<file path="src/design/owtr_pkg.sv">
`timescale 1ns / 1ps
`default_nettype none

package owtr_pkg;

    // sequencer phase codes
    localparam logic [4:0] PH_IDLE      = 5'd0;
    localparam logic [4:0] PH_R1_LOW    = 5'd1;
    localparam logic [4:0] PH_R1_WAIT   = 5'd2;
    localparam logic [4:0] PH_R1_TAIL   = 5'd3;
    localparam logic [4:0] PH_R1_NODEV  = 5'd4;
    localparam logic [4:0] PH_W_SKIP1   = 5'd5;
    localparam logic [4:0] PH_W_CONV    = 5'd6;
    localparam logic [4:0] PH_CONV_WAIT = 5'd7;
    localparam logic [4:0] PH_R2_LOW    = 5'd8;
    localparam logic [4:0] PH_R2_WAIT   = 5'd9;
    localparam logic [4:0] PH_R2_TAIL   = 5'd10;
    localparam logic [4:0] PH_W_SKIP2   = 5'd11;
    localparam logic [4:0] PH_W_READ    = 5'd12;
    localparam logic [4:0] PH_RD_LSB    = 5'd13;
    localparam logic [4:0] PH_RD_MSB    = 5'd14;

    // request codes on the mode field
    localparam logic [1:0] MODE_TICK      = 2'd0;
    localparam logic [1:0] MODE_FULL      = 2'd1;
    localparam logic [1:0] MODE_READ_ONLY = 2'd2;

    // configuration register indexes
    localparam logic [1:0] CFG_RESET_LOW     = 2'd0;
    localparam logic [1:0] CFG_PRESENCE_WAIT = 2'd1;
    localparam logic [1:0] CFG_PRESENCE_TAIL = 2'd2;
    localparam logic [1:0] CFG_CONVERT_WAIT  = 2'd3;

    // bus commands
    localparam logic [7:0] CMD_SKIP_ROM = 8'hCC;
    localparam logic [7:0] CMD_CONVERT  = 8'h44;
    localparam logic [7:0] CMD_READ_PAD = 8'hBE;

    // slot timing in ticks
    localparam logic [19:0] WR_SLOT_TICKS  = 20'd61;
    localparam logic [19:0] WR_ZERO_LOW    = 20'd60;
    localparam logic [19:0] WR_ONE_LOW     = 20'd1;
    localparam logic [19:0] RD_SLOT_TICKS  = 20'd60;
    localparam logic [19:0] RD_LOW_TICKS   = 20'd2;
    localparam logic [19:0] RD_SAMPLE_TICK = 20'd10;

    // register reset values
    localparam logic [9:0]  RESET_LOW_DEFAULT     = 10'd480;
    localparam logic [7:0]  PRESENCE_WAIT_DEFAULT = 8'd80;
    localparam logic [9:0]  PRESENCE_TAIL_DEFAULT = 10'd400;
    localparam logic [19:0] CONVERT_WAIT_DEFAULT  = 20'd750000;

    typedef struct packed {
        logic [9:0]  reset_low_ticks;
        logic [7:0]  presence_wait_ticks;
        logic [9:0]  presence_tail_ticks;
        logic [19:0] convert_wait_ticks;
    } owtr_cfg_t;

    typedef struct packed {
        logic [4:0]  phase;
        logic [19:0] tick_count;
        logic [2:0]  bit_index;
        logic [7:0]  shift_byte;
        logic [7:0]  low_byte;
        logic        read_only_mode;
    } owtr_state_t;

    typedef struct packed {
        logic               drive_low;
        logic               busy_res;
        logic               done_res;
        logic               no_device;
        logic signed [15:0] temperature;
    } owtr_result_t;

endpackage

`default_nettype wire

</file>
<file path="src/design/onewire_temperature_reader.sv">
`timescale 1ns / 1ps
`default_nettype none

// Single-wire bus master that reads a temperature sensor, one 1 us tick per
// input transaction. Each input transaction carries mode (0 tick, 1 start a
// full measurement, 2 start a read-only measurement) and the sampled bus
// level; each one produces exactly one output transaction with the bus drive,
// busy, a done pulse, the no-device flag and the raw temperature.
// Configuration registers (reset low, presence wait, presence tail, convert
// wait) are written through cfg_write/cfg_index/cfg_data by the user only
// while idle; the block does not enforce this. A result shows in the cycle
// after its input. Throughput: one tick per clock cycle when not stalled;
// the sequencer step is a single pass of logic between state and output registers.
// The output register frees in_ready whenever it is empty or being drained,
// so a stalled receiver holds the result and stops input only while it stalls.
// Reset: the sequencer returns to idle, the output is empty and the
// registers take their defaults (480, 80, 400, 750000 ticks).
module onewire_temperature_reader (
    input  wire logic               clk,
    input  wire logic               rst_n,
    input  wire logic               in_valid,
    output logic                    in_ready,
    input  wire logic [1:0]         mode,
    input  wire logic               line_level,
    output logic                    out_valid,
    input  wire logic               out_ready,
    output logic                    drive_low,
    output logic                    busy_res,
    output logic                    done_res,
    output logic                    no_device,
    output logic signed [15:0]      temperature,
    input  wire logic               cfg_write,
    input  wire logic [1:0]         cfg_index,
    input  wire logic [19:0]        cfg_data
);

    owtr_pkg::owtr_cfg_t    cfg_reg;
    owtr_pkg::owtr_state_t  state_reg;
    owtr_pkg::owtr_state_t  state_next;
    owtr_pkg::owtr_result_t step_res;
    owtr_pkg::owtr_result_t out_res;
    logic                   accept;

    assign accept = in_valid && in_ready;

    // configuration registers
    always_ff @(posedge clk or negedge rst_n)
    begin
        if (!rst_n)
        begin
            cfg_reg.reset_low_ticks     <= owtr_pkg::RESET_LOW_DEFAULT;
            cfg_reg.presence_wait_ticks <= owtr_pkg::PRESENCE_WAIT_DEFAULT;
            cfg_reg.presence_tail_ticks <= owtr_pkg::PRESENCE_TAIL_DEFAULT;
            cfg_reg.convert_wait_ticks  <= owtr_pkg::CONVERT_WAIT_DEFAULT;
        end
        else if (cfg_write)
        begin
            case (cfg_index)
                owtr_pkg::CFG_RESET_LOW:
                    cfg_reg.reset_low_ticks <= cfg_data[9:0];
                owtr_pkg::CFG_PRESENCE_WAIT:
                    cfg_reg.presence_wait_ticks <= cfg_data[7:0];
                owtr_pkg::CFG_PRESENCE_TAIL:
                    cfg_reg.presence_tail_ticks <= cfg_data[9:0];
                default:
                    cfg_reg.convert_wait_ticks <= cfg_data;
            endcase
        end
    end

    // sequencer state, advanced once per accepted tick
    always_ff @(posedge clk or negedge rst_n)
    begin
        if (!rst_n)
        begin
            state_reg <= '0;
        end
        else if (accept)
        begin
            state_reg <= state_next;
        end
    end

    owtr_step u_step (
        .cfg        (cfg_reg),
        .cur        (state_reg),
        .mode       (mode),
        .line_level (line_level),
        .nxt        (state_next),
        .res        (step_res)
    );

    owtr_obuf u_obuf (
        .clk       (clk),
        .rst_n     (rst_n),
        .load      (accept),
        .res_in    (step_res),
        .out_ready (out_ready),
        .space     (in_ready),
        .out_valid (out_valid),
        .res_out   (out_res)
    );

    assign drive_low   = out_res.drive_low;
    assign busy_res    = out_res.busy_res;
    assign done_res    = out_res.done_res;
    assign no_device   = out_res.no_device;
    assign temperature = out_res.temperature;

endmodule

`default_nettype wire

</file>
<file path="src/design/owtr_step.sv">
`timescale 1ns / 1ps
`default_nettype none

module owtr_step (
    input  wire owtr_pkg::owtr_cfg_t   cfg,
    input  wire owtr_pkg::owtr_state_t cur,
    input  wire logic [1:0]            mode,
    input  wire logic                  line_level,
    output owtr_pkg::owtr_state_t      nxt,
    output owtr_pkg::owtr_result_t     res
);

    logic        start;
    logic [4:0]  ph;
    logic [19:0] tc;
    logic [19:0] tc_inc;
    logic [19:0] tc_seg;
    logic [19:0] seg_len;
    logic        seg_end;
    logic [2:0]  bi;
    logic        ro;
    logic [7:0]  cmd;
    logic        cmd_bit;
    logic [7:0]  sb;

    // start request in idle takes effect on this tick
    always_comb
    begin
        start = (cur.phase == owtr_pkg::PH_IDLE)
             && (mode == owtr_pkg::MODE_FULL || mode == owtr_pkg::MODE_READ_ONLY);
        ph    = start ? owtr_pkg::PH_R1_LOW : cur.phase;
        tc    = start ? 20'd0 : cur.tick_count;
        bi    = start ? 3'd0 : cur.bit_index;
        ro    = start ? (mode == owtr_pkg::MODE_READ_ONLY) : cur.read_only_mode;
    end

    // segment length of the current phase
    always_comb
    begin
        case (ph) inside
            owtr_pkg::PH_R1_LOW, owtr_pkg::PH_R2_LOW:
                seg_len = {10'd0, cfg.reset_low_ticks};
            owtr_pkg::PH_R1_WAIT, owtr_pkg::PH_R2_WAIT:
                seg_len = {12'd0, cfg.presence_wait_ticks};
            owtr_pkg::PH_R1_TAIL, owtr_pkg::PH_R1_NODEV, owtr_pkg::PH_R2_TAIL:
                seg_len = {10'd0, cfg.presence_tail_ticks};
            owtr_pkg::PH_W_SKIP1, owtr_pkg::PH_W_CONV,
            owtr_pkg::PH_W_SKIP2, owtr_pkg::PH_W_READ:
                seg_len = owtr_pkg::WR_SLOT_TICKS;
            owtr_pkg::PH_CONV_WAIT:
                seg_len = cfg.convert_wait_ticks;
            owtr_pkg::PH_RD_LSB, owtr_pkg::PH_RD_MSB:
                seg_len = owtr_pkg::RD_SLOT_TICKS;
            default:
                seg_len = 20'd0;
        endcase
    end

    // segment counter advance
    assign tc_inc  = tc + 20'd1;
    assign seg_end = (tc_inc >= seg_len);
    assign tc_seg  = seg_end ? 20'd0 : tc_inc;

    // command byte and its current bit
    always_comb
    begin
        case (ph)
            owtr_pkg::PH_W_CONV: cmd = owtr_pkg::CMD_CONVERT;
            owtr_pkg::PH_W_READ: cmd = owtr_pkg::CMD_READ_PAD;
            default:             cmd = owtr_pkg::CMD_SKIP_ROM;
        endcase
        cmd_bit = cmd[bi];
    end

    // read shift byte, cleared at the first slot of a byte
    always_comb
    begin
        sb = (bi == 3'd0 && tc == 20'd0) ? 8'd0 : cur.shift_byte;
        if (tc == owtr_pkg::RD_SAMPLE_TICK && line_level)
        begin
            sb[bi] = 1'b1;
        end
    end

    // phase sequencer and per-tick result
    always_comb
    begin
        nxt.phase          = ph;
        nxt.tick_count     = tc_seg;
        nxt.bit_index      = bi;
        nxt.shift_byte     = cur.shift_byte;
        nxt.low_byte       = cur.low_byte;
        nxt.read_only_mode = ro;
        res.drive_low      = 1'b0;
        res.busy_res       = 1'b1;
        res.done_res       = 1'b0;
        res.no_device      = 1'b0;
        res.temperature    = 16'sd0;

        case (ph) inside
            owtr_pkg::PH_R1_LOW, owtr_pkg::PH_R2_LOW:
            begin
                res.drive_low = 1'b1;
                if (seg_end)
                begin
                    nxt.phase = ph + 5'd1;
                end
            end
            owtr_pkg::PH_R1_WAIT, owtr_pkg::PH_R2_WAIT:
            begin
                if (seg_end)
                begin
                    nxt.phase = ph + 5'd1;
                end
            end
            owtr_pkg::PH_R1_TAIL, owtr_pkg::PH_R1_NODEV:
            begin
                // high bus on the first tail tick means nobody answered
                if (ph == owtr_pkg::PH_R1_TAIL && tc == 20'd0 && line_level)
                begin
                    nxt.phase = owtr_pkg::PH_R1_NODEV;
                end
                if (seg_end)
                begin
                    if (nxt.phase == owtr_pkg::PH_R1_NODEV)
                    begin
                        res.done_res  = 1'b1;
                        res.no_device = 1'b1;
                        nxt.phase     = owtr_pkg::PH_IDLE;
                    end
                    else
                    begin
                        nxt.phase     = owtr_pkg::PH_W_SKIP1;
                        nxt.bit_index = 3'd0;
                    end
                end
            end
            owtr_pkg::PH_R2_TAIL:
            begin
                if (seg_end)
                begin
                    nxt.phase     = owtr_pkg::PH_W_SKIP2;
                    nxt.bit_index = 3'd0;
                end
            end
            owtr_pkg::PH_W_SKIP1, owtr_pkg::PH_W_CONV,
            owtr_pkg::PH_W_SKIP2, owtr_pkg::PH_W_READ:
            begin
                res.drive_low = (tc < (cmd_bit ? owtr_pkg::WR_ONE_LOW
                                               : owtr_pkg::WR_ZERO_LOW));
                if (seg_end)
                begin
                    if (bi == 3'd7)
                    begin
                        nxt.bit_index = 3'd0;
                        case (ph)
                            owtr_pkg::PH_W_SKIP1:
                                nxt.phase = ro ? owtr_pkg::PH_W_READ : owtr_pkg::PH_W_CONV;
                            owtr_pkg::PH_W_CONV:
                                nxt.phase = (cfg.convert_wait_ticks == 20'd0)
                                          ? owtr_pkg::PH_R2_LOW : owtr_pkg::PH_CONV_WAIT;
                            owtr_pkg::PH_W_SKIP2:
                                nxt.phase = owtr_pkg::PH_W_READ;
                            default:
                                nxt.phase = owtr_pkg::PH_RD_LSB;
                        endcase
                    end
                    else
                    begin
                        nxt.bit_index = bi + 3'd1;
                    end
                end
            end
            owtr_pkg::PH_CONV_WAIT:
            begin
                if (seg_end)
                begin
                    nxt.phase = owtr_pkg::PH_R2_LOW;
                end
            end
            owtr_pkg::PH_RD_LSB, owtr_pkg::PH_RD_MSB:
            begin
                nxt.shift_byte = sb;
                res.drive_low  = (tc < owtr_pkg::RD_LOW_TICKS);
                if (seg_end)
                begin
                    if (bi == 3'd7)
                    begin
                        nxt.bit_index = 3'd0;
                        if (ph == owtr_pkg::PH_RD_LSB)
                        begin
                            nxt.low_byte = sb;
                            nxt.phase    = owtr_pkg::PH_RD_MSB;
                        end
                        else
                        begin
                            res.temperature = {sb, cur.low_byte};
                            res.done_res    = 1'b1;
                            nxt.phase       = owtr_pkg::PH_IDLE;
                        end
                    end
                    else
                    begin
                        nxt.bit_index = bi + 3'd1;
                    end
                end
            end
            default:
            begin
                // idle: counter holds, nothing runs
                nxt.phase      = owtr_pkg::PH_IDLE;
                nxt.tick_count = tc;
                res.busy_res   = 1'b0;
            end
        endcase
    end

endmodule

`default_nettype wire

</file>
<file path="src/design/owtr_obuf.sv">
`timescale 1ns / 1ps
`default_nettype none

module owtr_obuf (
    input  wire logic                   clk,
    input  wire logic                   rst_n,
    input  wire logic                   load,
    input  wire owtr_pkg::owtr_result_t res_in,
    input  wire logic                   out_ready,
    output logic                        space,
    output logic                        out_valid,
    output owtr_pkg::owtr_result_t      res_out
);

    logic                   valid_reg;
    logic                   valid_next;
    owtr_pkg::owtr_result_t result_reg;

    // room for a new result when empty or being drained this cycle
    assign space      = !valid_reg || out_ready;
    assign valid_next = load || (valid_reg && !out_ready);

    always_ff @(posedge clk or negedge rst_n)
    begin
        if (!rst_n)
        begin
            valid_reg <= 1'b0;
        end
        else
        begin
            valid_reg <= valid_next;
        end
    end

    // result payload
    always_ff @(posedge clk)
    begin
        if (load)
        begin
            result_reg <= res_in;
        end
    end

    assign out_valid = valid_reg;
    assign res_out   = result_reg;

endmodule

`default_nettype wire

</file>
<file path="config.mk">
export PLATFORM = sky130hd
export DESIGN_NAME = onewire_temperature_reader
export DESIGN_NICKNAME = d
export VERILOG_FILES = /design/src/design/owtr_pkg.sv /design/src/design/onewire_temperature_reader.sv /design/src/design/owtr_step.sv /design/src/design/owtr_obuf.sv
export SDC_FILE = /design/constraint.sdc
export NUM_CORES = 1
export LEC_CHECK = 0
export BUFFER_PORTS_ARGS = -buffer_cell sky130_fd_sc_hd__buf_4
export CORE_UTILIZATION = 25
export DETAILED_ROUTE_END_ITERATION = 10
export GPL_ROUTABILITY_DRIVEN = 0
export HOLD_SLACK_MARGIN = 0.02
export SETUP_SLACK_MARGIN = 0.05
export SLEW_MARGIN = 20
export SYNTH_ARGS = -nofsm -noshare
export SYNTH_HDL_FRONTEND = slang
export SYNTH_SLANG_ARGS = --single-unit
</file>
<file path="constraint.sdc">
create_clock -name clk -period 6.49 [get_ports clk]
set_input_delay 0.3245 -clock clk [delete_from_list [all_inputs] [get_ports clk]]
set_output_delay 0.3245 -clock clk [all_outputs]
set_load 0.01 [all_outputs]
</file>
After elaboration in Yosys (flattened, before gate mapping)
Index checks and enable logic that the tools add are counted.

operators by class
  $add $sub $neg = 3
  bitwise gates (word level) = 11
  reductions and logical operators = 35
  equality and inequality tests = 21
  multiplexer cells = 79
  $lt $le $gt $ge = 5

operator list
  kind                                                  number
  2-to-1 mux 20 bit                                     14
  2-to-1 mux 5 bit                                      20
  2-to-1 mux 3 bit                                      14
  logical NOT 20 bit                                    2
  equality test 5 x 4 -> 1 bit, second input constant   7
  equality test 5 x 3 -> 1 bit, second input constant   5
  adder 20 x 1 -> 20 bit, second input constant         1
  equality test 20 x 4 -> 1 bit, second input constant  1
  >= comparator 20 bit                                  1
  < comparator 20 x 2 -> 1 bit, second input constant   1
  < comparator 20 bit                                   1
  2-to-1 mux 1 bit                                      18
  2-to-1 mux 8 bit                                      2
  one-hot mux 8 bit (2 select lines)                    1
  OR reduction 16 bit                                   1
  one-hot mux 5 bit (3 select lines)                    1
  2-to-1 mux 4 bit                                      3
  2-to-1 mux 6 bit                                      2
  OR reduction 12 bit                                   1
  AND reduction 11 bit                                  1
  equality test 5 x 2 -> 1 bit, second input constant   2
  NOT 1 bit                                             10
  logical AND 1 bit                                     8
  OR 8 bit                                              1
  22 further kinds                                      36

storage, ports and cells
  bits in registers = 114
  input port bits = 30
  logic and storage cells = 170
  output and inout port bits = 22

Depth between registers and ports, before layout
  depth in word-level cells = 21
  depth in mapped cells = 28
  mapped depth without buffers = 24

Hierarchy
Synthesis repeated with hierarchy kept, for this count alone.

unflattened totals
  cells, all modules = 770
  area, all modules = 7554.7 µm²

modules (own cells, without submodules)
  module                      area each (µm²)  cells each  times used  sequential area each (µm²)
  onewire_temperature_reader  3543.4           200         1           2351.0
  owtr_step                   3363.2           547         1           0.0
  owtr_obuf                   648.1            23          1           625.6

Worst setup path after synthesis
OpenSTA, ideal clock, no wires.

  kind = in2reg
  start = input mode[0]
  end = register state_reg[40] in the netlist's numbering
  required time = 6.356 ns
  buffers on the path = 5
  data arrival time = 5.328 ns
  stages on the path = 28
  library setup time = 0.134 ns
  path slack = 1.028 ns
  path through = inv_1 -> ha_1 -> or4_1 -> buf_2 -> or2_0 -> buf_2 -> buf_2 -> clkbuf_1 -> nand2_1 -> inv_1 -> ha_1 -> and2_1 -> o2111ai_1 -> nor4_1 -> nand3_1 -> xor2_1 -> nor2_1 -> ha_1 -> nand4_1 -> nor4_1 -> inv_1 -> o211ai_2 -> inv_2 -> clkbuf_1 -> ha_1 -> or3_1 -> o21ai_0 -> a31oi_1

on the way
  cells in the longest elaborated chain, start to end = 21
  elaborated cells on any way between the ends = 62
  those cells by class = add/sub: 2; order compare: 1; eq/ne: 18; mux: 30; reduce/logical: 11

RTL lines
  element                                                              line                               text
  start: declaration                                                   onewire_temperature_reader.sv:23   input wire logic [1:0] mode,
  equality test 2 x 1 -> 1 bit or equality test 2 bit (tied branches)  owtr_step.sv:30                    && (mode == owtr_pkg::MODE_FULL || mode == owtr_pkg::MODE_READ_ONLY);
  logical OR 1 bit (*)                                                 owtr_step.sv:30
  logical AND 1 bit (*)                                                owtr_step.sv:30
  2-to-1 mux 5 bit                                                     owtr_step.sv:31                    ph = start ? owtr_pkg::PH_R1_LOW : cur.phase;
  equality test 5 x 4 -> 1 bit (no source line)                        -
  OR reduction 2 bit                                                   owtr_step.sv:40, owtr_step.sv:100
  2-to-1 mux 6 bit                                                     owtr_step.sv:40                    case (ph) inside
  2-to-1 mux 20 bit (5 in a row)                                       owtr_step.sv:40
  >= comparator 20 bit                                                 owtr_step.sv:61                    assign seg_end = (tc_inc >= seg_len);
  2-to-1 mux 5 bit                                                     owtr_step.sv:185                   if (seg_end)
  2-to-1 mux 5 bit (6 in a row)                                        owtr_step.sv:100                   case (ph) inside
  2-to-1 mux 5 bit (*)                                                 owtr_step.sv:100
  end signal: assignment                                               onewire_temperature_reader.sv:80   state_reg <= state_next;
  end: declaration                                                     onewire_temperature_reader.sv:38   owtr_pkg::owtr_state_t state_reg;

Every way passes the cells marked *; elsewhere a longest branch is shown, timed or not. The select of a mux whose other input is x is not followed.
A chain may end at the register's enable or synchronous reset.

Final worst setup path
  start = register state_reg[43] in the netlist's numbering
  end = register state_reg[5] in the netlist's numbering

on the way
  cells in the longest elaborated chain, start to end = 13
  elaborated cells on any way between the ends = 54
  those cells by class = add/sub: 1; order compare: 3; eq/ne: 16; mux: 13; bitwise: 7; reduce/logical: 14

RTL lines
  element                                                 line                               text
  logical NOT 5 bit                                       owtr_step.sv:29                    start = (cur.phase == owtr_pkg::PH_IDLE)
  logical AND 1 bit                                       owtr_step.sv:30
  2-to-1 mux 5 bit                                        owtr_step.sv:31
  equality test 5 x 4 -> 1 bit, on equally long branches  -
  OR reduction 2 bit                                      owtr_step.sv:40, owtr_step.sv:100
  2-to-1 mux 6 bit                                        owtr_step.sv:40
  2-to-1 mux 20 bit (5 in a row)                          owtr_step.sv:40
  >= comparator 20 bit                                    owtr_step.sv:61
  AND reduction 11 bit (no source line)                   -

Several ways; a longest one is shown, not always the timed one.

==> results.cfg <==
[drt]
drtIter0Drc = 492
avgViaCountPerCell = 5.15
ant_nets = 0
vias = 5697
wl_um = 18800
drt_first_pass_iters = 9
drt_drc_violations_left = 1
routedWlPerCell_um = 17.0

[cts]
cts_max_path_buffers = 2
clock-root-buffer = clkbuf_16
cts_made_buffers = 17
cts_resized = 0
htreeDepth = 4
post-cts-setup-buffer-count = 0
worstSkewPairLatency_ps = 430
clkTransAtPathRegs_ps = 60
cts_hold_buf = 1
cts_tree = yes
cts_sinks = 114

[final_layout]
n_fill_cell = 2812
nNetsFinal = 819
syn_to_final_growth_pct = 20.2
largest_reg_flops = 48
drive_above_1_share_pct = 24.3
antenna_cells = 0
stdcell_count = 1106

[synthesis]
synth_async_sr_flop_share_pct = 82.5
netlist_top_cells_count = 75 x dfrtp_1, 60 x nand2_1, 56 x nor2_1
synth.most_common_cell = dfrtp_1
synth_top_area_share_pct = 27.4
ys_seq_area_share_pct = 43.5
synthFlopType = dfrtp_1
synth-edff-count = 20
syn_nets = 770
yosys_warnings = 0
synth_top_area_cell = dfrtp_1
ys_ff_latch = 114
syn_area_per_cell_um2 = 9.73
synthTopCellsByArea = dfrtp_1 27%, edfxtp_1 8.8%, mux2_2 8.7%, dfstp_2 7.3%, ha_1 6.8%
synth_cell_type_count = 67
syn_area_um2 = 6840
synth_cells = 703

[placement]
dp_slack_ps = 641
place_inst = 1073
hpwl_um = 13400
port_buffers = 51

[critical_path]
crit_arrival_ps = 6160
worstReg2RegStart = state_reg[43]
cp_cell_sequence = or4_1 -> nor2_1 -> nor2_1 -> inv_1 -> ha_1 -> nand2_1 -> a21boi_1 -> buf_4 -> a221oi_1 -> nor3_1 -> a21oi_1 -> ha_1 -> nand2_1 -> o21ai_0 -> a41oi_1 -> o211ai_2 -> inv_2 -> nor4_2 -> and3_1 -> mux2_2
r2r_cells = 20
slowest_delay_ps = 750
slowest_stage = or4_1
end_kind = flop
r2r-end = state_reg[5]
worstSetupPathType = reg -> reg
reg2reg_slack_ps = 640
required_ps = 6800
path_max_fanout = 15
start_kind = flop

[hold_path]
hold-path-cell-count = 2
hp-class = in -> reg
hold_path_end = u_obuf.out_valid
min_from = in_valid

[job]
maxCapViolCount = 0

[pwr]
p_leak_nw = 3.46
irDropWorstVdd_v = 0.000238
p_per_area_nw_per_um2 = 421

[die]
rows = 60
start_util_pct = 25.4
die_w_um = 167
die_y_um = 167
ios = 52
die_area_um2 = 28000
core_um2 = 26900

[timing]
finalHoldViolCount = 0
finalMaxSlewViolations = 0
fin_crit_sh_pct = 90.1
relSlewSlack_pct = 31.3
setup_ws_ps = 640
setup_viol = 0
period_needed_ps = 5850
rsz0062_at_grt = no
max_freq_mhz = 171
worst_slew_pin_slew_ps = 1030
fin_tns_setup_ps = 0
skew_ps = 8.37

[grt]
grt_max_degree = 73
grt_pass1_vias = 5543
grt_overflow = 0
grt_pass1_wl_um = 30700
antenna_found_initial = 0
grt_usage_pct = 14.0

[run_status]
outcome = complete, but fails checks
violations = DRC
[worst max-delay path, delay by kind of cell, from the launching register on]
kind	cells	cell delay [ps]
compound gates	6	1440
fa+ha+maj	2	610
buf+inv	3	490
flops	1	530
mux	1	390
simple gates	8	2250
[power by group]
group          switching [mW]  internal, mW
Combinational           0.945         0.594
Clock                   0.352         0.600
Sequential              0.112         0.856
Total                    1.41          2.05
[worst max-delay path by stage]
stage | slack, ps | start | cells past startpoint | endpoint
3_3_place_gp | 720 | mode[0] | 23 | state_reg[7]
3_5_place_dp | 640 | mode[0] | 23 | state_reg[5]
2_1_floorplan | 1030 | mode[0] | 28 | state_reg[40]
5_1_grt | 150 | state_reg[43] | 21 | state_reg[39]
6_report | 640 | state_reg[43] | 20 | state_reg[5]
4_1_cts | 710 | state_reg[43] | 20 | state_reg[5]
[cell usage in the layout (no fill, tap or decap), drive strengths merged, types with 6 or more instances in the layout]
cell type	instances
edfxtp	20
a22o	18
or3	7
nor2	57
nor4	15
or2	7
clkbuf	18
a21oi	37
xor2	7
o211ai	7
mux2i	7
a31oi	9
nand4	6
ha	37
clkinv	7
dfrtp	75
buf	68
nand2b	8
o21ai	42
inv	22
xnor2	7
mux2	53
dfstp	19
nand2	60
nor3	16
and3	10
and2	17
nand3b	8
nand3	33
[layout make-up]
class | count | area, µm² | share of cell area, %
clock buffers | 18 | 429 | 5.22
clock inverters | 14 | 165 | 2.01
inverters | 22 | 82.6 | 1.00
multi-input cells | 528 | 3620 | 44.0
flip-flops and latches | 114 | 2980 | 36.2
well taps | 341 | 427 | 5.19
repair buffers | 69 | 520 | 6.33
[cell families (layout without fill, tap and decap cells)]
family	after synthesis	in the layout	synth area share [%]
AND/OR/NAND/NOR	255	255	18.8
AO/OA/AOI/OAI	162	162	15.8
flip-flops	114	114	43.5
buffers and inverters	61	123	3.55
multiplexers	60	60	9.75
adder cells (fa/ha/maj)	37	37	6.77
XOR/XNOR	14	14	1.79
[metal layers]
layer | share of wire (%) | track usage, %
met3 | 7.1 | 3.71
met1 | 48 | 19.8
met4 | 1.6 | 4.55
met5 | 0 | 0
met2 | 43 | 20.6
[metrics by stage]
step                util [%]  hold slack [ps]  instance area [µm²]  power [mW]
floorplan                  -             28.9                 6840        2.02
global placement        28.3              260                 7620        2.47
detailed placement      28.3              268                 7620        2.49
CTS                     30.6             92.1                 8220        3.46
global route            30.6             95.1                 8220        3.70
finish                  30.6              108                 8220        3.46
No activity file was read; power rests on OpenSTA's default activity.
